<file path="src/rtl/pasa_pkg.sv">
// Shared types and constants for the accelerometer pair sample assembler.
package pasa_pkg;

  // Configuration register index
  localparam int unsigned CFG_IDX_W = 2;
  localparam logic [CFG_IDX_W-1:0] CFG_IDX_FIRST_CODE  = 2'd0;
  localparam logic [CFG_IDX_W-1:0] CFG_IDX_SECOND_CODE = 2'd1;
  localparam logic [CFG_IDX_W-1:0] CFG_IDX_TIMEOUT     = 2'd2;

  localparam int unsigned TYPE_W  = 8;
  localparam int unsigned COUNT_W = 32;

  // Operation codes of an input item
  localparam logic OP_MSG  = 1'b0;
  localparam logic OP_TICK = 1'b1;

  // Register reset values
  localparam logic [TYPE_W-1:0]  FIRST_CODE_RST  = 8'd1;
  localparam logic [TYPE_W-1:0]  SECOND_CODE_RST = 8'd2;
  localparam logic [COUNT_W-1:0] TIMEOUT_RST     = 32'd1000000;

  // Configuration as seen by the step logic
  typedef struct packed {
    logic [TYPE_W-1:0]  first_code;
    logic [TYPE_W-1:0]  second_code;
    logic [COUNT_W-1:0] timeout;
  } cfg_t;

  // Status flags of one result item
  typedef struct packed {
    logic handled;
    logic disconnect_seen;
    logic sample_ready;
  } flags_t;

endpackage

</file>
<file path="src/rtl/pasa_cfg.sv">
// Configuration registers of the pair sample assembler.
module pasa_cfg import pasa_pkg::*; (
  input  logic                 clk_i,
  input  logic                 rst_ni,
  input  logic                 cfg_we_i,
  input  logic [CFG_IDX_W-1:0] cfg_idx_i,
  input  logic [COUNT_W-1:0]   cfg_data_i,
  output cfg_t                 cfg_o
);

  cfg_t cfg_q, cfg_d;

  // Decode the write
  always_comb begin
    cfg_d = cfg_q;
    if (cfg_we_i) begin
      case (cfg_idx_i)
        CFG_IDX_FIRST_CODE:  cfg_d.first_code  = cfg_data_i[TYPE_W-1:0];
        CFG_IDX_SECOND_CODE: cfg_d.second_code = cfg_data_i[TYPE_W-1:0];
        CFG_IDX_TIMEOUT:     cfg_d.timeout     = cfg_data_i;
        default:             cfg_d = cfg_q;
      endcase
    end
  end

  always_ff @(posedge clk_i or negedge rst_ni) begin
    if (!rst_ni) begin
      cfg_q.first_code  <= FIRST_CODE_RST;
      cfg_q.second_code <= SECOND_CODE_RST;
      cfg_q.timeout     <= TIMEOUT_RST;
    end else begin
      cfg_q <= cfg_d;
    end
  end

  assign cfg_o = cfg_q;

endmodule

</file>
<file path="src/rtl/pasa_step.sv">
// Pairing state and the per-item step logic that updates it.
module pasa_step import pasa_pkg::*; #(
  parameter int unsigned ID_WIDTH   = 8,
  parameter int unsigned AXIS_WIDTH = 16
) (
  input  logic                       clk_i,
  input  logic                       rst_ni,
  input  cfg_t                       cfg_i,
  input  logic                       step_en_i,
  input  logic                       op_i,
  input  logic [TYPE_W-1:0]          type_i,
  input  logic [ID_WIDTH-1:0]        id_i,
  input  logic [2:0][AXIS_WIDTH-1:0] axes_i,
  output flags_t                     flags_o,
  output logic [ID_WIDTH-1:0]        sample_id_o,
  output logic [2:0][AXIS_WIDTH-1:0] first_axes_o,
  output logic [2:0][AXIS_WIDTH-1:0] second_axes_o,
  output logic [COUNT_W-1:0]         disc_total_o,
  output logic [COUNT_W-1:0]         drop_total_o
);

  logic                       waiting_q, waiting_d;
  logic [ID_WIDTH-1:0]        held_id_q, held_id_d;
  logic [2:0][AXIS_WIDTH-1:0] held_axes_q, held_axes_d;
  logic                       no_packet_q, no_packet_d;
  logic                       no_sample_q, no_sample_d;
  logic [ID_WIDTH-1:0]        prev_id_q, prev_id_d;
  logic [COUNT_W-1:0]         silence_q, silence_d;
  logic                       disc_flag_q, disc_flag_d;
  logic [COUNT_W-1:0]         disc_cnt_q, disc_cnt_d;
  logic [COUNT_W-1:0]         drop_cnt_q, drop_cnt_d;

  logic                is_first, is_second, handled;
  logic                timeout_hit, wait_a, nosample_a, completes;
  logic [ID_WIDTH-1:0] gap;
  logic [COUNT_W:0]    drop_sum;

  // Message classification and timeout test
  assign is_first    = (type_i == cfg_i.first_code);
  assign is_second   = (type_i == cfg_i.second_code);
  assign handled     = (op_i == OP_MSG) && (is_first || is_second);
  assign timeout_hit = !no_packet_q && (silence_q >= cfg_i.timeout);
  assign wait_a      = waiting_q && !timeout_hit;
  assign nosample_a  = no_sample_q || timeout_hit;
  assign completes   = handled && wait_a && is_second && (id_i == held_id_q);

  // Skipped ids since the last sample, modulo the id range
  assign gap      = held_id_q - prev_id_q - ID_WIDTH'(1);
  assign drop_sum = {1'b0, drop_cnt_q} + (COUNT_W + 1)'(gap);

  // Next state
  always_comb begin
    waiting_d   = waiting_q;
    held_id_d   = held_id_q;
    held_axes_d = held_axes_q;
    no_packet_d = no_packet_q;
    no_sample_d = no_sample_q;
    prev_id_d   = prev_id_q;
    silence_d   = silence_q;
    disc_flag_d = disc_flag_q;
    disc_cnt_d  = disc_cnt_q;
    drop_cnt_d  = drop_cnt_q;
    if (op_i == OP_TICK) begin
      if (silence_q != '1) silence_d = silence_q + COUNT_W'(1);
    end else if (handled) begin
      disc_flag_d = timeout_hit;
      if (timeout_hit && (disc_cnt_q != '1)) disc_cnt_d = disc_cnt_q + COUNT_W'(1);
      silence_d   = '0;
      no_packet_d = 1'b0;
      no_sample_d = nosample_a;
      if (completes) begin
        waiting_d   = 1'b0;
        no_sample_d = 1'b0;
        prev_id_d   = held_id_q;
        if (!nosample_a) drop_cnt_d = drop_sum[COUNT_W] ? '1 : drop_sum[COUNT_W-1:0];
      end else if (is_first) begin
        waiting_d   = 1'b1;
        held_id_d   = id_i;
        held_axes_d = axes_i;
      end else begin
        waiting_d = 1'b0;
      end
    end
  end

  always_ff @(posedge clk_i or negedge rst_ni) begin
    if (!rst_ni) begin
      waiting_q   <= 1'b0;
      held_id_q   <= '0;
      held_axes_q <= '0;
      no_packet_q <= 1'b1;
      no_sample_q <= 1'b1;
      prev_id_q   <= '0;
      silence_q   <= '0;
      disc_flag_q <= 1'b0;
      disc_cnt_q  <= '0;
      drop_cnt_q  <= '0;
    end else if (step_en_i) begin
      waiting_q   <= waiting_d;
      held_id_q   <= held_id_d;
      held_axes_q <= held_axes_d;
      no_packet_q <= no_packet_d;
      no_sample_q <= no_sample_d;
      prev_id_q   <= prev_id_d;
      silence_q   <= silence_d;
      disc_flag_q <= disc_flag_d;
      disc_cnt_q  <= disc_cnt_d;
      drop_cnt_q  <= drop_cnt_d;
    end
  end

  // Result of this item; sample fields read zero unless a pair completes
  assign flags_o.handled         = handled;
  assign flags_o.disconnect_seen = disc_flag_d;
  assign flags_o.sample_ready    = completes;
  assign sample_id_o   = completes ? held_id_q : '0;
  assign first_axes_o  = completes ? held_axes_q : '0;
  assign second_axes_o = completes ? axes_i : '0;
  assign disc_total_o  = disc_cnt_d;
  assign drop_total_o  = drop_cnt_d;

endmodule

</file>
<file path="src/rtl/accel_pair_sample_assembler_core.sv">
// Items pass the input register, then the result register. Throughput: one item per
// cycle unless back pressure stalls; input register, step logic and result register
// form a two-stage pipeline and the pairing state updates as an item leaves stage one.
// Reset (rst_ni low, asynchronous): pipeline empty, pairing state and counters
// cleared, type codes 1 and 2, timeout 1000000 ticks.
module accel_pair_sample_assembler_core import pasa_pkg::*; #(
  parameter int unsigned ID_WIDTH   = 8,
  parameter int unsigned AXIS_WIDTH = 16
) (
  input  logic                         clk_i,
  input  logic                         rst_ni,
  input  logic                         cfg_we_i,
  input  logic [CFG_IDX_W-1:0]         cfg_idx_i,
  input  logic [COUNT_W-1:0]           cfg_data_i,
  input  logic                         in_valid_i,
  output logic                         in_stall_o,
  input  logic                         operation_i,
  input  logic [TYPE_W-1:0]            msg_type_i,
  input  logic [ID_WIDTH-1:0]          msg_id_i,
  input  logic signed [AXIS_WIDTH-1:0] acc_x_i,
  input  logic signed [AXIS_WIDTH-1:0] acc_y_i,
  input  logic signed [AXIS_WIDTH-1:0] acc_z_i,
  output logic                         out_valid_o,
  input  logic                         out_stall_i,
  output logic                         handled_o,
  output logic                         disconnect_seen_o,
  output logic                         sample_ready_o,
  output logic [ID_WIDTH-1:0]          sample_id_o,
  output logic signed [AXIS_WIDTH-1:0] first_x_o,
  output logic signed [AXIS_WIDTH-1:0] first_y_o,
  output logic signed [AXIS_WIDTH-1:0] first_z_o,
  output logic signed [AXIS_WIDTH-1:0] second_x_o,
  output logic signed [AXIS_WIDTH-1:0] second_y_o,
  output logic signed [AXIS_WIDTH-1:0] second_z_o,
  output logic [COUNT_W-1:0]           disconnect_total_o,
  output logic [COUNT_W-1:0]           dropped_total_o
);

  cfg_t cfg;

  logic                       in_valid_q;
  logic                       op_q;
  logic [TYPE_W-1:0]          type_q;
  logic [ID_WIDTH-1:0]        id_q;
  logic [2:0][AXIS_WIDTH-1:0] axes_q;

  logic                       advance, step_en;
  flags_t                     flags;
  logic [ID_WIDTH-1:0]        sample_id;
  logic [2:0][AXIS_WIDTH-1:0] first_axes, second_axes;
  logic [COUNT_W-1:0]         disc_total, drop_total;

  logic                       out_valid_q;
  flags_t                     flags_q;
  logic [ID_WIDTH-1:0]        sample_id_q;
  logic [2:0][AXIS_WIDTH-1:0] first_axes_q, second_axes_q;
  logic [COUNT_W-1:0]         disc_total_q, drop_total_q;

  pasa_cfg u_cfg (
    .clk_i      (clk_i),
    .rst_ni     (rst_ni),
    .cfg_we_i   (cfg_we_i),
    .cfg_idx_i  (cfg_idx_i),
    .cfg_data_i (cfg_data_i),
    .cfg_o      (cfg)
  );

  // Stage one advances whenever the result register is free or being taken
  assign advance    = !out_valid_q || !out_stall_i;
  assign step_en    = in_valid_q && advance;
  assign in_stall_o = in_valid_q && !advance;

  // Input register
  always_ff @(posedge clk_i or negedge rst_ni) begin
    if (!rst_ni) begin
      in_valid_q <= 1'b0;
    end else if (!in_stall_o) begin
      in_valid_q <= in_valid_i;
    end
  end

  always_ff @(posedge clk_i) begin
    if (in_valid_i && !in_stall_o) begin
      op_q      <= operation_i;
      type_q    <= msg_type_i;
      id_q      <= msg_id_i;
      axes_q[0] <= acc_x_i;
      axes_q[1] <= acc_y_i;
      axes_q[2] <= acc_z_i;
    end
  end

  pasa_step #(
    .ID_WIDTH   (ID_WIDTH),
    .AXIS_WIDTH (AXIS_WIDTH)
  ) u_step (
    .clk_i         (clk_i),
    .rst_ni        (rst_ni),
    .cfg_i         (cfg),
    .step_en_i     (step_en),
    .op_i          (op_q),
    .type_i        (type_q),
    .id_i          (id_q),
    .axes_i        (axes_q),
    .flags_o       (flags),
    .sample_id_o   (sample_id),
    .first_axes_o  (first_axes),
    .second_axes_o (second_axes),
    .disc_total_o  (disc_total),
    .drop_total_o  (drop_total)
  );

  // Result register
  always_ff @(posedge clk_i or negedge rst_ni) begin
    if (!rst_ni) begin
      out_valid_q <= 1'b0;
    end else if (advance) begin
      out_valid_q <= in_valid_q;
    end
  end

  always_ff @(posedge clk_i) begin
    if (step_en) begin
      flags_q       <= flags;
      sample_id_q   <= sample_id;
      first_axes_q  <= first_axes;
      second_axes_q <= second_axes;
      disc_total_q  <= disc_total;
      drop_total_q  <= drop_total;
    end
  end

  assign out_valid_o        = out_valid_q;
  assign handled_o          = flags_q.handled;
  assign disconnect_seen_o  = flags_q.disconnect_seen;
  assign sample_ready_o     = flags_q.sample_ready;
  assign sample_id_o        = sample_id_q;
  assign first_x_o          = first_axes_q[0];
  assign first_y_o          = first_axes_q[1];
  assign first_z_o          = first_axes_q[2];
  assign second_x_o         = second_axes_q[0];
  assign second_y_o         = second_axes_q[1];
  assign second_z_o         = second_axes_q[2];
  assign disconnect_total_o = disc_total_q;
  assign dropped_total_o    = drop_total_q;

  // A completed pair is always a handled sample message
  a_ready_handled: assert property (@(posedge clk_i) disable iff (!rst_ni)
    out_valid_q && flags_q.sample_ready |-> flags_q.handled)
    else $error("sample_ready without handled");

  // Input side stalls only behind a full, stalled result register
  a_stall_cause: assert property (@(posedge clk_i) disable iff (!rst_ni)
    in_stall_o |-> in_valid_q && out_valid_q && out_stall_i)
    else $error("input stalled without back pressure");

  // Counters never go down from one result item to the next
  a_counts_grow: assert property (@(posedge clk_i) disable iff (!rst_ni)
    step_en && out_valid_q |-> disc_total >= disc_total_q && drop_total >= drop_total_q)
    else $error("saturating counter decreased");

endmodule
</file>
<file path="config.mk">
export PLATFORM = sky130hd
export DESIGN_NAME = accel_pair_sample_assembler_core
export DESIGN_NICKNAME = d
export VERILOG_FILES = /design/src/rtl/pasa_pkg.sv /design/src/rtl/pasa_cfg.sv /design/src/rtl/pasa_step.sv /design/src/rtl/accel_pair_sample_assembler_core.sv
export SDC_FILE = /design/constraint.sdc
export NUM_CORES = 1
export LEC_CHECK = 0
export BUFFER_PORTS_ARGS = -buffer_cell sky130_fd_sc_hd__buf_2
export CELL_PAD_IN_SITES_DETAIL_PLACEMENT = 0
export CELL_PAD_IN_SITES_GLOBAL_PLACEMENT = 1
export CORE_UTILIZATION = 45
export CTS_CLUSTER_DIAMETER = 30
export DETAILED_ROUTE_END_ITERATION = 7
export PLACE_DENSITY_LB_ADDON = 0.1
export SYNTH_ARGS = -nofsm -noshare
export SYNTH_HDL_FRONTEND = slang
export SYNTH_SLANG_ARGS = --single-unit
</file>
<file path="constraint.sdc">
create_clock -name clk_i -period 7.6 [get_ports clk_i]
set_clock_uncertainty 0.1 [all_clocks]
set_input_delay 0.38 -clock clk_i [delete_from_list [all_inputs] [get_ports clk_i]]
set_output_delay 0.38 -clock clk_i [all_outputs]
set_load 0.03 [all_outputs]
</file>
# Word level (Yosys, flattened, before mapping)
# Index checks and enable logic that the tools add are counted.
[word_totals]
ff_bits = 450
latchBits = 0
mem_bits_rw = 0
romBits = 0
in_bits = 104
elab_cells = 95
memories = 0
[op_classes]
n_addsub = 5
mul = 0
n_div = 0
order_cmp = 1
eq_ne = 8
n_shift = 0
n_mux = 16
bitwise_logic = 2
n_reduce_logical = 28
[ops]
columns = ["cell", "n"]
rows = [
  ["$mux W32", 11],
  ["$add A32 B1 Y32 const B", 2],
  ["$ne A32 B32 Y1 const B", 2],
  ["$add A32 B8 Y33", 1],
  ["$ge A32 B32 Y1", 1],
  ["$eq A8 B8 Y1", 3],
  ["$logic_and A1 B1 Y1", 10],
  ["$sub A8 B1 Y8 const B", 1],
  ["$sub A8 B8 Y8", 1],
  ["$logic_not A1 Y1", 6],
  ["$reduce_and A2 Y1", 3],
  ["$reduce_and A3 Y1", 2],
  ["$mux W1", 5],
  ["$reduce_and A5 Y1", 1],
  ["$reduce_and A4 Y1", 1],
  ["$logic_or A1 B1 Y1", 3],
  ["$eq A2 B1 Y1 const B", 1],
  ["$eq A2 B2 Y1 const B", 1],
  ["$logic_not A2 Y1", 1],
  ["$ne A2 B1 Y1 const B", 1],
  ["$not A1 Y1", 2],
  ["$reduce_bool A2 Y1", 1],
]

# Depth between registers and ports, before layout
[logic_depth]
ltp_word = 10
ltp_mapped = 20

# By module
# A second synthesis with hierarchy kept.
[hier_totals]
hier_cells = 1576
area_unflattened_um2 = 20255.7
[modules_own_cells]
columns = ["module", "instances", "cells_per_inst", "area_each_um2", "seq_area_each_um2"]
rows = [
  ["pasa_step", 1, 1230, 11250.8, 4106.4],
  ["accel_pair_sample_assembler_core", 1, 244, 7179.4, 7136.8],
  ["pasa_cfg", 1, 102, 1825.5, 1212.4],
]

# Worst setup path before layout
# OpenSTA, ideal clock, no wires.
[synth_path]
path_kind = "flip-flop to flip-flop"
start = "register out_valid_q, in the netlist out_valid_o"
end = "register u_step.disc_cnt_q[11]"
setup_ps = 141
arrival_time_ps = 6366
required_time_ps = 7359
setup_slack_ps = 993
path_stages_with_launch = 7
n_path_buf = 1
synth_period_minus_slack_ps = 6607
path_cell_list = "dfrtp_1 > nand2_1 > nand2_1 > clkinv_1 > clkbuf_1 > nand4_1 > xnor2_1"
[synth_via]
elab_chain_cells = 3
[synth_lines]
columns = ["item", "line_no", "rtl"]
rows = [
  ["from (decl)", "accel_pair_sample_assembler_core.sv:53", "logic out_valid_q;"],
  ["from (signal assigned)", "accel_pair_sample_assembler_core.sv:118", "out_valid_q <= in_valid_q;"],
  ["$logic_not A1 Y1", "accel_pair_sample_assembler_core.sv:69", "assign advance = !out_valid_q || !out_stall_i;"],
  ["$logic_or A1 B1 Y1", "accel_pair_sample_assembler_core.sv:69", ""],
  ["$logic_and A1 B1 Y1", "accel_pair_sample_assembler_core.sv:70", "assign step_en = in_valid_q && advance;"],
  ["via step_en", "accel_pair_sample_assembler_core.sv:47", "logic advance, step_en;"],
  ["to (signal assigned)", "pasa_step.sv:107", "disc_cnt_q <= disc_cnt_d;"],
  ["to (decl)", "pasa_step.sv:30", "logic [COUNT_W-1:0] disc_cnt_q, disc_cnt_d;"],
]
# The timed path passes the listed nets, and every way through them passes these cells.
# A chain may end at the register's enable or synchronous reset.

# Worst setup path in the final report
[layout_path]
start = "register u_step.held_id_q[1]"
end = "register drop_total_q[14], in the netlist dropped_total_o[14] (data pin)"
[layout_via]
elab_chain_cells = 8
word_cells_on_any_way = 10
classes_between = "add/sub (3); eq/ne (1); mux (5); reduce/logical (1)"
[layout_lines]
columns = ["item", "line_no", "rtl"]
rows = [
  ["from (decl)", "pasa_step.sv:23", "logic [ID_WIDTH-1:0] held_id_q, held_id_d;"],
  ["from (signal assigned)", "pasa_step.sv:100", "held_id_q <= held_id_d;"],
  ["$sub A8 B8 Y8", "pasa_step.sv:48", "assign gap = held_id_q - prev_id_q - ID_WIDTH'(1);"],
  ["$sub A8 B1 Y8", "pasa_step.sv:48", ""],
  ["$add A32 B8 Y33", "pasa_step.sv:49", "assign drop_sum = {1'b0, drop_cnt_q} + (COUNT_W + 1)'(gap);"],
  ["$mux W32 (2 in a row)", "pasa_step.sv:75", "if (!nosample_a) drop_cnt_d = drop_sum[COUNT_W] ? '1 : drop_sum[COUNT_W-1:0];"],
  ["$mux W32 *", "pasa_step.sv:71", "if (completes) begin"],
  ["$mux W32 *", "pasa_step.sv:65", "end else if (handled) begin"],
  ["$mux W32 *", "pasa_step.sv:63", "if (op_i == OP_TICK) begin"],
  ["via drop_total[14]", "accel_pair_sample_assembler_core.sv:51", "logic [COUNT_W-1:0] disc_total, drop_total;"],
  ["to (signal assigned)", "accel_pair_sample_assembler_core.sv:129", "drop_total_q <= drop_total;"],
  ["to (decl)", "accel_pair_sample_assembler_core.sv:57", "logic [COUNT_W-1:0] disc_total_q, drop_total_q;"],
]
# The timed path passes the listed nets; every way through them passes the cells marked *.

==> impl_metrics.ini <==
[die]
die_area_mm2 = 0.04565
start_util_pct = 45.59
fp.dieH_um = 213.7
core.rowCount = 77
die_w_um = 213.7
io_pins = 277
core_area_mm2 = 0.04422

[synth]
ys_types = 75
synth_edf_count = 236
synth_fp_nets = 1712
synth_top_area_share_pct = 35.15
synth-seq-cells = 450
ys.flop_type = edfxtp_1
syn_area_mm2 = 0.02016
async_reset_ff_share_pct = 47.56
synth_cells = 1557
ys_warn_count = 0
synth.largest_area_cell = edfxtp_1
synth_seq_area_share_pct = 61.78
syn_avg_cell_area_um2 = 12.95
synth.area.top_cells = edfxtp_1 35%, dfrtp_1 25%, mux2_2 5.5%, and2_1 3.6%, xor2_1 3.5%

[drt]
finalWirelength_mm = 46.58
wl_per_cell_um = 17.43
post-route-drc-count = 0
final_antenna_net_count = 0
routed_via_density = 5.122
drt_iter0_drc = 803
vias = 13686
first_pass_iters = 7

[power_and_ir_drop]
ir_drop_mv = 0.2541
p_per_area_mw_per_mm2 = 293.6
leakagePower_nw = 11.99

[layout]
stdcell_count = 2672
final_common_cell = buf_2
n_fill_cell = 3584
final_nets = 2143
drive_gt1_share_pct = 28.54
syn2layout_area_growth_pct = 32.06
layout_common_cells = 275 x buf_2, 236 x edfxtp_1, 203 x dfrtp_1, 114 x and2_1, 107 x clkbuf_16

[run]
maxCapViolCount = 0

[setup_path]
worst_ep_arrival_time_ns = 4.85
path_class = reg2reg
start_kind = flop
critPathRequiredTime_ns = 7.81
crit_fanout = 12
end_kind = flop

[cts]
htreeDepth = 3
cts_setup_buffers = 0
ctsHoldBuffers = 101
cts_buffer_depth = 3
insertion_delay_ns = 0.63
cts_sinks = 450
tritoncts = done
cts_root_buffer = clkbuf_16
cts_buffers = 104
clkTransAtPathRegs_ns = 0.04
cts_resized = 0

[timing]
tightest_slew_ns = 0.9943
maxSlewHeadroom_pct = 33.42
fin_crit_sh_pct = 61.12
finalHoldViolCount = 0
setup_viol = 0
slew_viol_final = 0
period_minus_slack_ns = 4.645
rsz0062_at_grt = false
fmax_mhz = 215.3
setup_tns_ns = 0

[outcome]
outcome = complete, no violations

[place]
dpl.hpwl_mm = 29.63
placed_cells = 2373
place.gp.congestion = 0.7905
io_buffers = 276

[global_routing]
grt_pass1_wl_mm = 73.62
grt_pass1_vias = 13679
grt_use_total_pct = 20.80
antenna_found_initial = 2
grt_max_degree = 109
overflow = 0

[min_path]
hold_path.class = in2reg
[metal layers]
layer / vias up / wire length, µm / global-route usage, %
met5: - / 0 / 0
met4: 0 / 1049 / 7.217
met3: 75 / 2600 / 5.844
met2: 335 / 22290 / 32.64
met1: 6705 / 20640 / 27.70
li1: 6571 / - / -
[synth_stat cells (3+ instances only)]
cell type  number
or3_1          10
o21ai_0        26
buf_2          16
dfstp_2        11
nand2b_1        8
nand3b_1        4
a21oi_1        75
nor4_2          4
edfxtp_1      236
and4b_1         4
mux2_2         99
clkbuf_1       35
ha_1           49
a31o_2          3
mux2_1         29
nor4_1         26
buf_4           5
nor2_1         44
nor3_1         40
nand4_2         3
inv_1          62
and4_1         13
nand3_1        51
or2_2           3
and2_1        115
nand2_1        85
and3_1         31
a31oi_1        25
o21bai_1        3
nand4_1        32
o31ai_1         4
or4_1          10
xnor2_1        30
buf_6           7
nand4b_1        4
xor2_1         81
o211ai_1        5
a21o_1          7
dfrtp_1       203
nor2b_1         3
a211oi_1        3
mux2i_1        12
[worst max-delay path, cell delays in order (launching register included)]
cell and delay [ns]:
dfrtp_1 0.44, ha_1 0.30, a21o_1 0.18, a21oi_1 0.22, o21bai_1 0.09, a21oi_1 0.23
o21ai_0 0.15, xnor2_1 0.15, ha_1 0.24, or3_1 0.34, o31ai_1 0.50, or4_1 0.25
nor2_1 0.11, nor3b_2 0.81, a31oi_1 0.20
[cells by family (layout without fill, tap and decap cells)]
logic type	after synthesis	after routing	synth area share [%]
fa+ha+maj	51	51	3.240
compound gates	173	173	5.269
flops	450	450	61.78
other cells	0	2	0
xor+xnor	111	111	4.822
buf+inv	130	651	2.880
simple gates	502	502	14.26
mux	140	140	7.745
[area by class of cell]
| class | instances | area [µm²] | area share, % |
|---|---|---|---|
| Tap cell | 592 | 740.7 | 2.782 |
| Multi-Input combinational cell | 977 | 7138 | 26.81 |
| Timing Repair Buffer | 391 | 2507 | 9.418 |
| Clock buffer | 134 | 2869 | 10.78 |
| Inverter | 64 | 247.7 | 0.9305 |
| Clock inverter | 62 | 660.6 | 2.481 |
| Antenna cell | 2 | 5.005 | 0.01880 |
| Sequential cell | 450 | 12460 | 46.78 |
[final timing paths]
kind	start	endpoint	slack, ns	depth (start not counted)
setup / recovery	u_step.held_id_q[1]$_DFFE_PN0P_	dropped_total_o[14]$_DFFE_PP_	2.95	14
hold / removal	cfg_idx_i[1]	u_cfg.cfg_o[42]$_DFFE_PN0P_	0.22	4
setup reg to reg	u_step.held_id_q[1]$_DFFE_PN0P_	dropped_total_o[14]$_DFFE_PP_	2.95	14
hold reg to reg	axes_q[38]$_DFFE_PP_	u_step.held_axes_q[38]$_DFFE_PN0P_	0.36	1
max in group asynchronous	rst_ni	u_cfg.cfg_o[8]$_DFFE_PN0P_	5.73	3
min in group asynchronous	rst_ni	u_step.disc_cnt_q[14]$_DFFE_PN0P_	0.29	2
[per-stage QoR]
step | instance area [µm²] | total power, mW | worst slack [ns] | hold WS, ns | utilization, %
floorplan | 20160 | 3.240 | 0.9927 | -0.01559 | -
global placement | 22080 | 3.421 | 3.214 | 0.3569 | 49.93
detailed placement | 22080 | 3.432 | 3.018 | 0.3634 | 49.93
CTS | 26620 | 7.909 | 2.942 | 0.1866 | 60.20
global route | 26620 | 8.109 | 2.521 | 0.2024 | 60.20
finish | 26620 | 7.817 | 2.955 | 0.2175 | 60.21
[power breakdown]
part	internal [mW]	switching [mW]
combinational	0.219	0.359
sequential	2.76	0.0830
clock	3.04	1.35
[sequential cells by signal, summed over array words and instances (netlist names), 8 cells and up]
name                cells
u_cfg.cfg_o            48
first_x_o              16
second_y_o             16
u_step.held_id_q        8
u_step.prev_id_q        8
type_q                  8
u_step.silence_q       32
first_y_o              16
dropped_total_o        32
disconnect_total_o     32
sample_id_o             8
axes_q                 48
id_q                    8
u_step.disc_cnt_q      32
second_x_o             16
first_z_o              16
u_step.drop_cnt_q      32
second_z_o             16
u_step.held_axes_q     48
No activity file was read; power rests on OpenSTA's default activity.
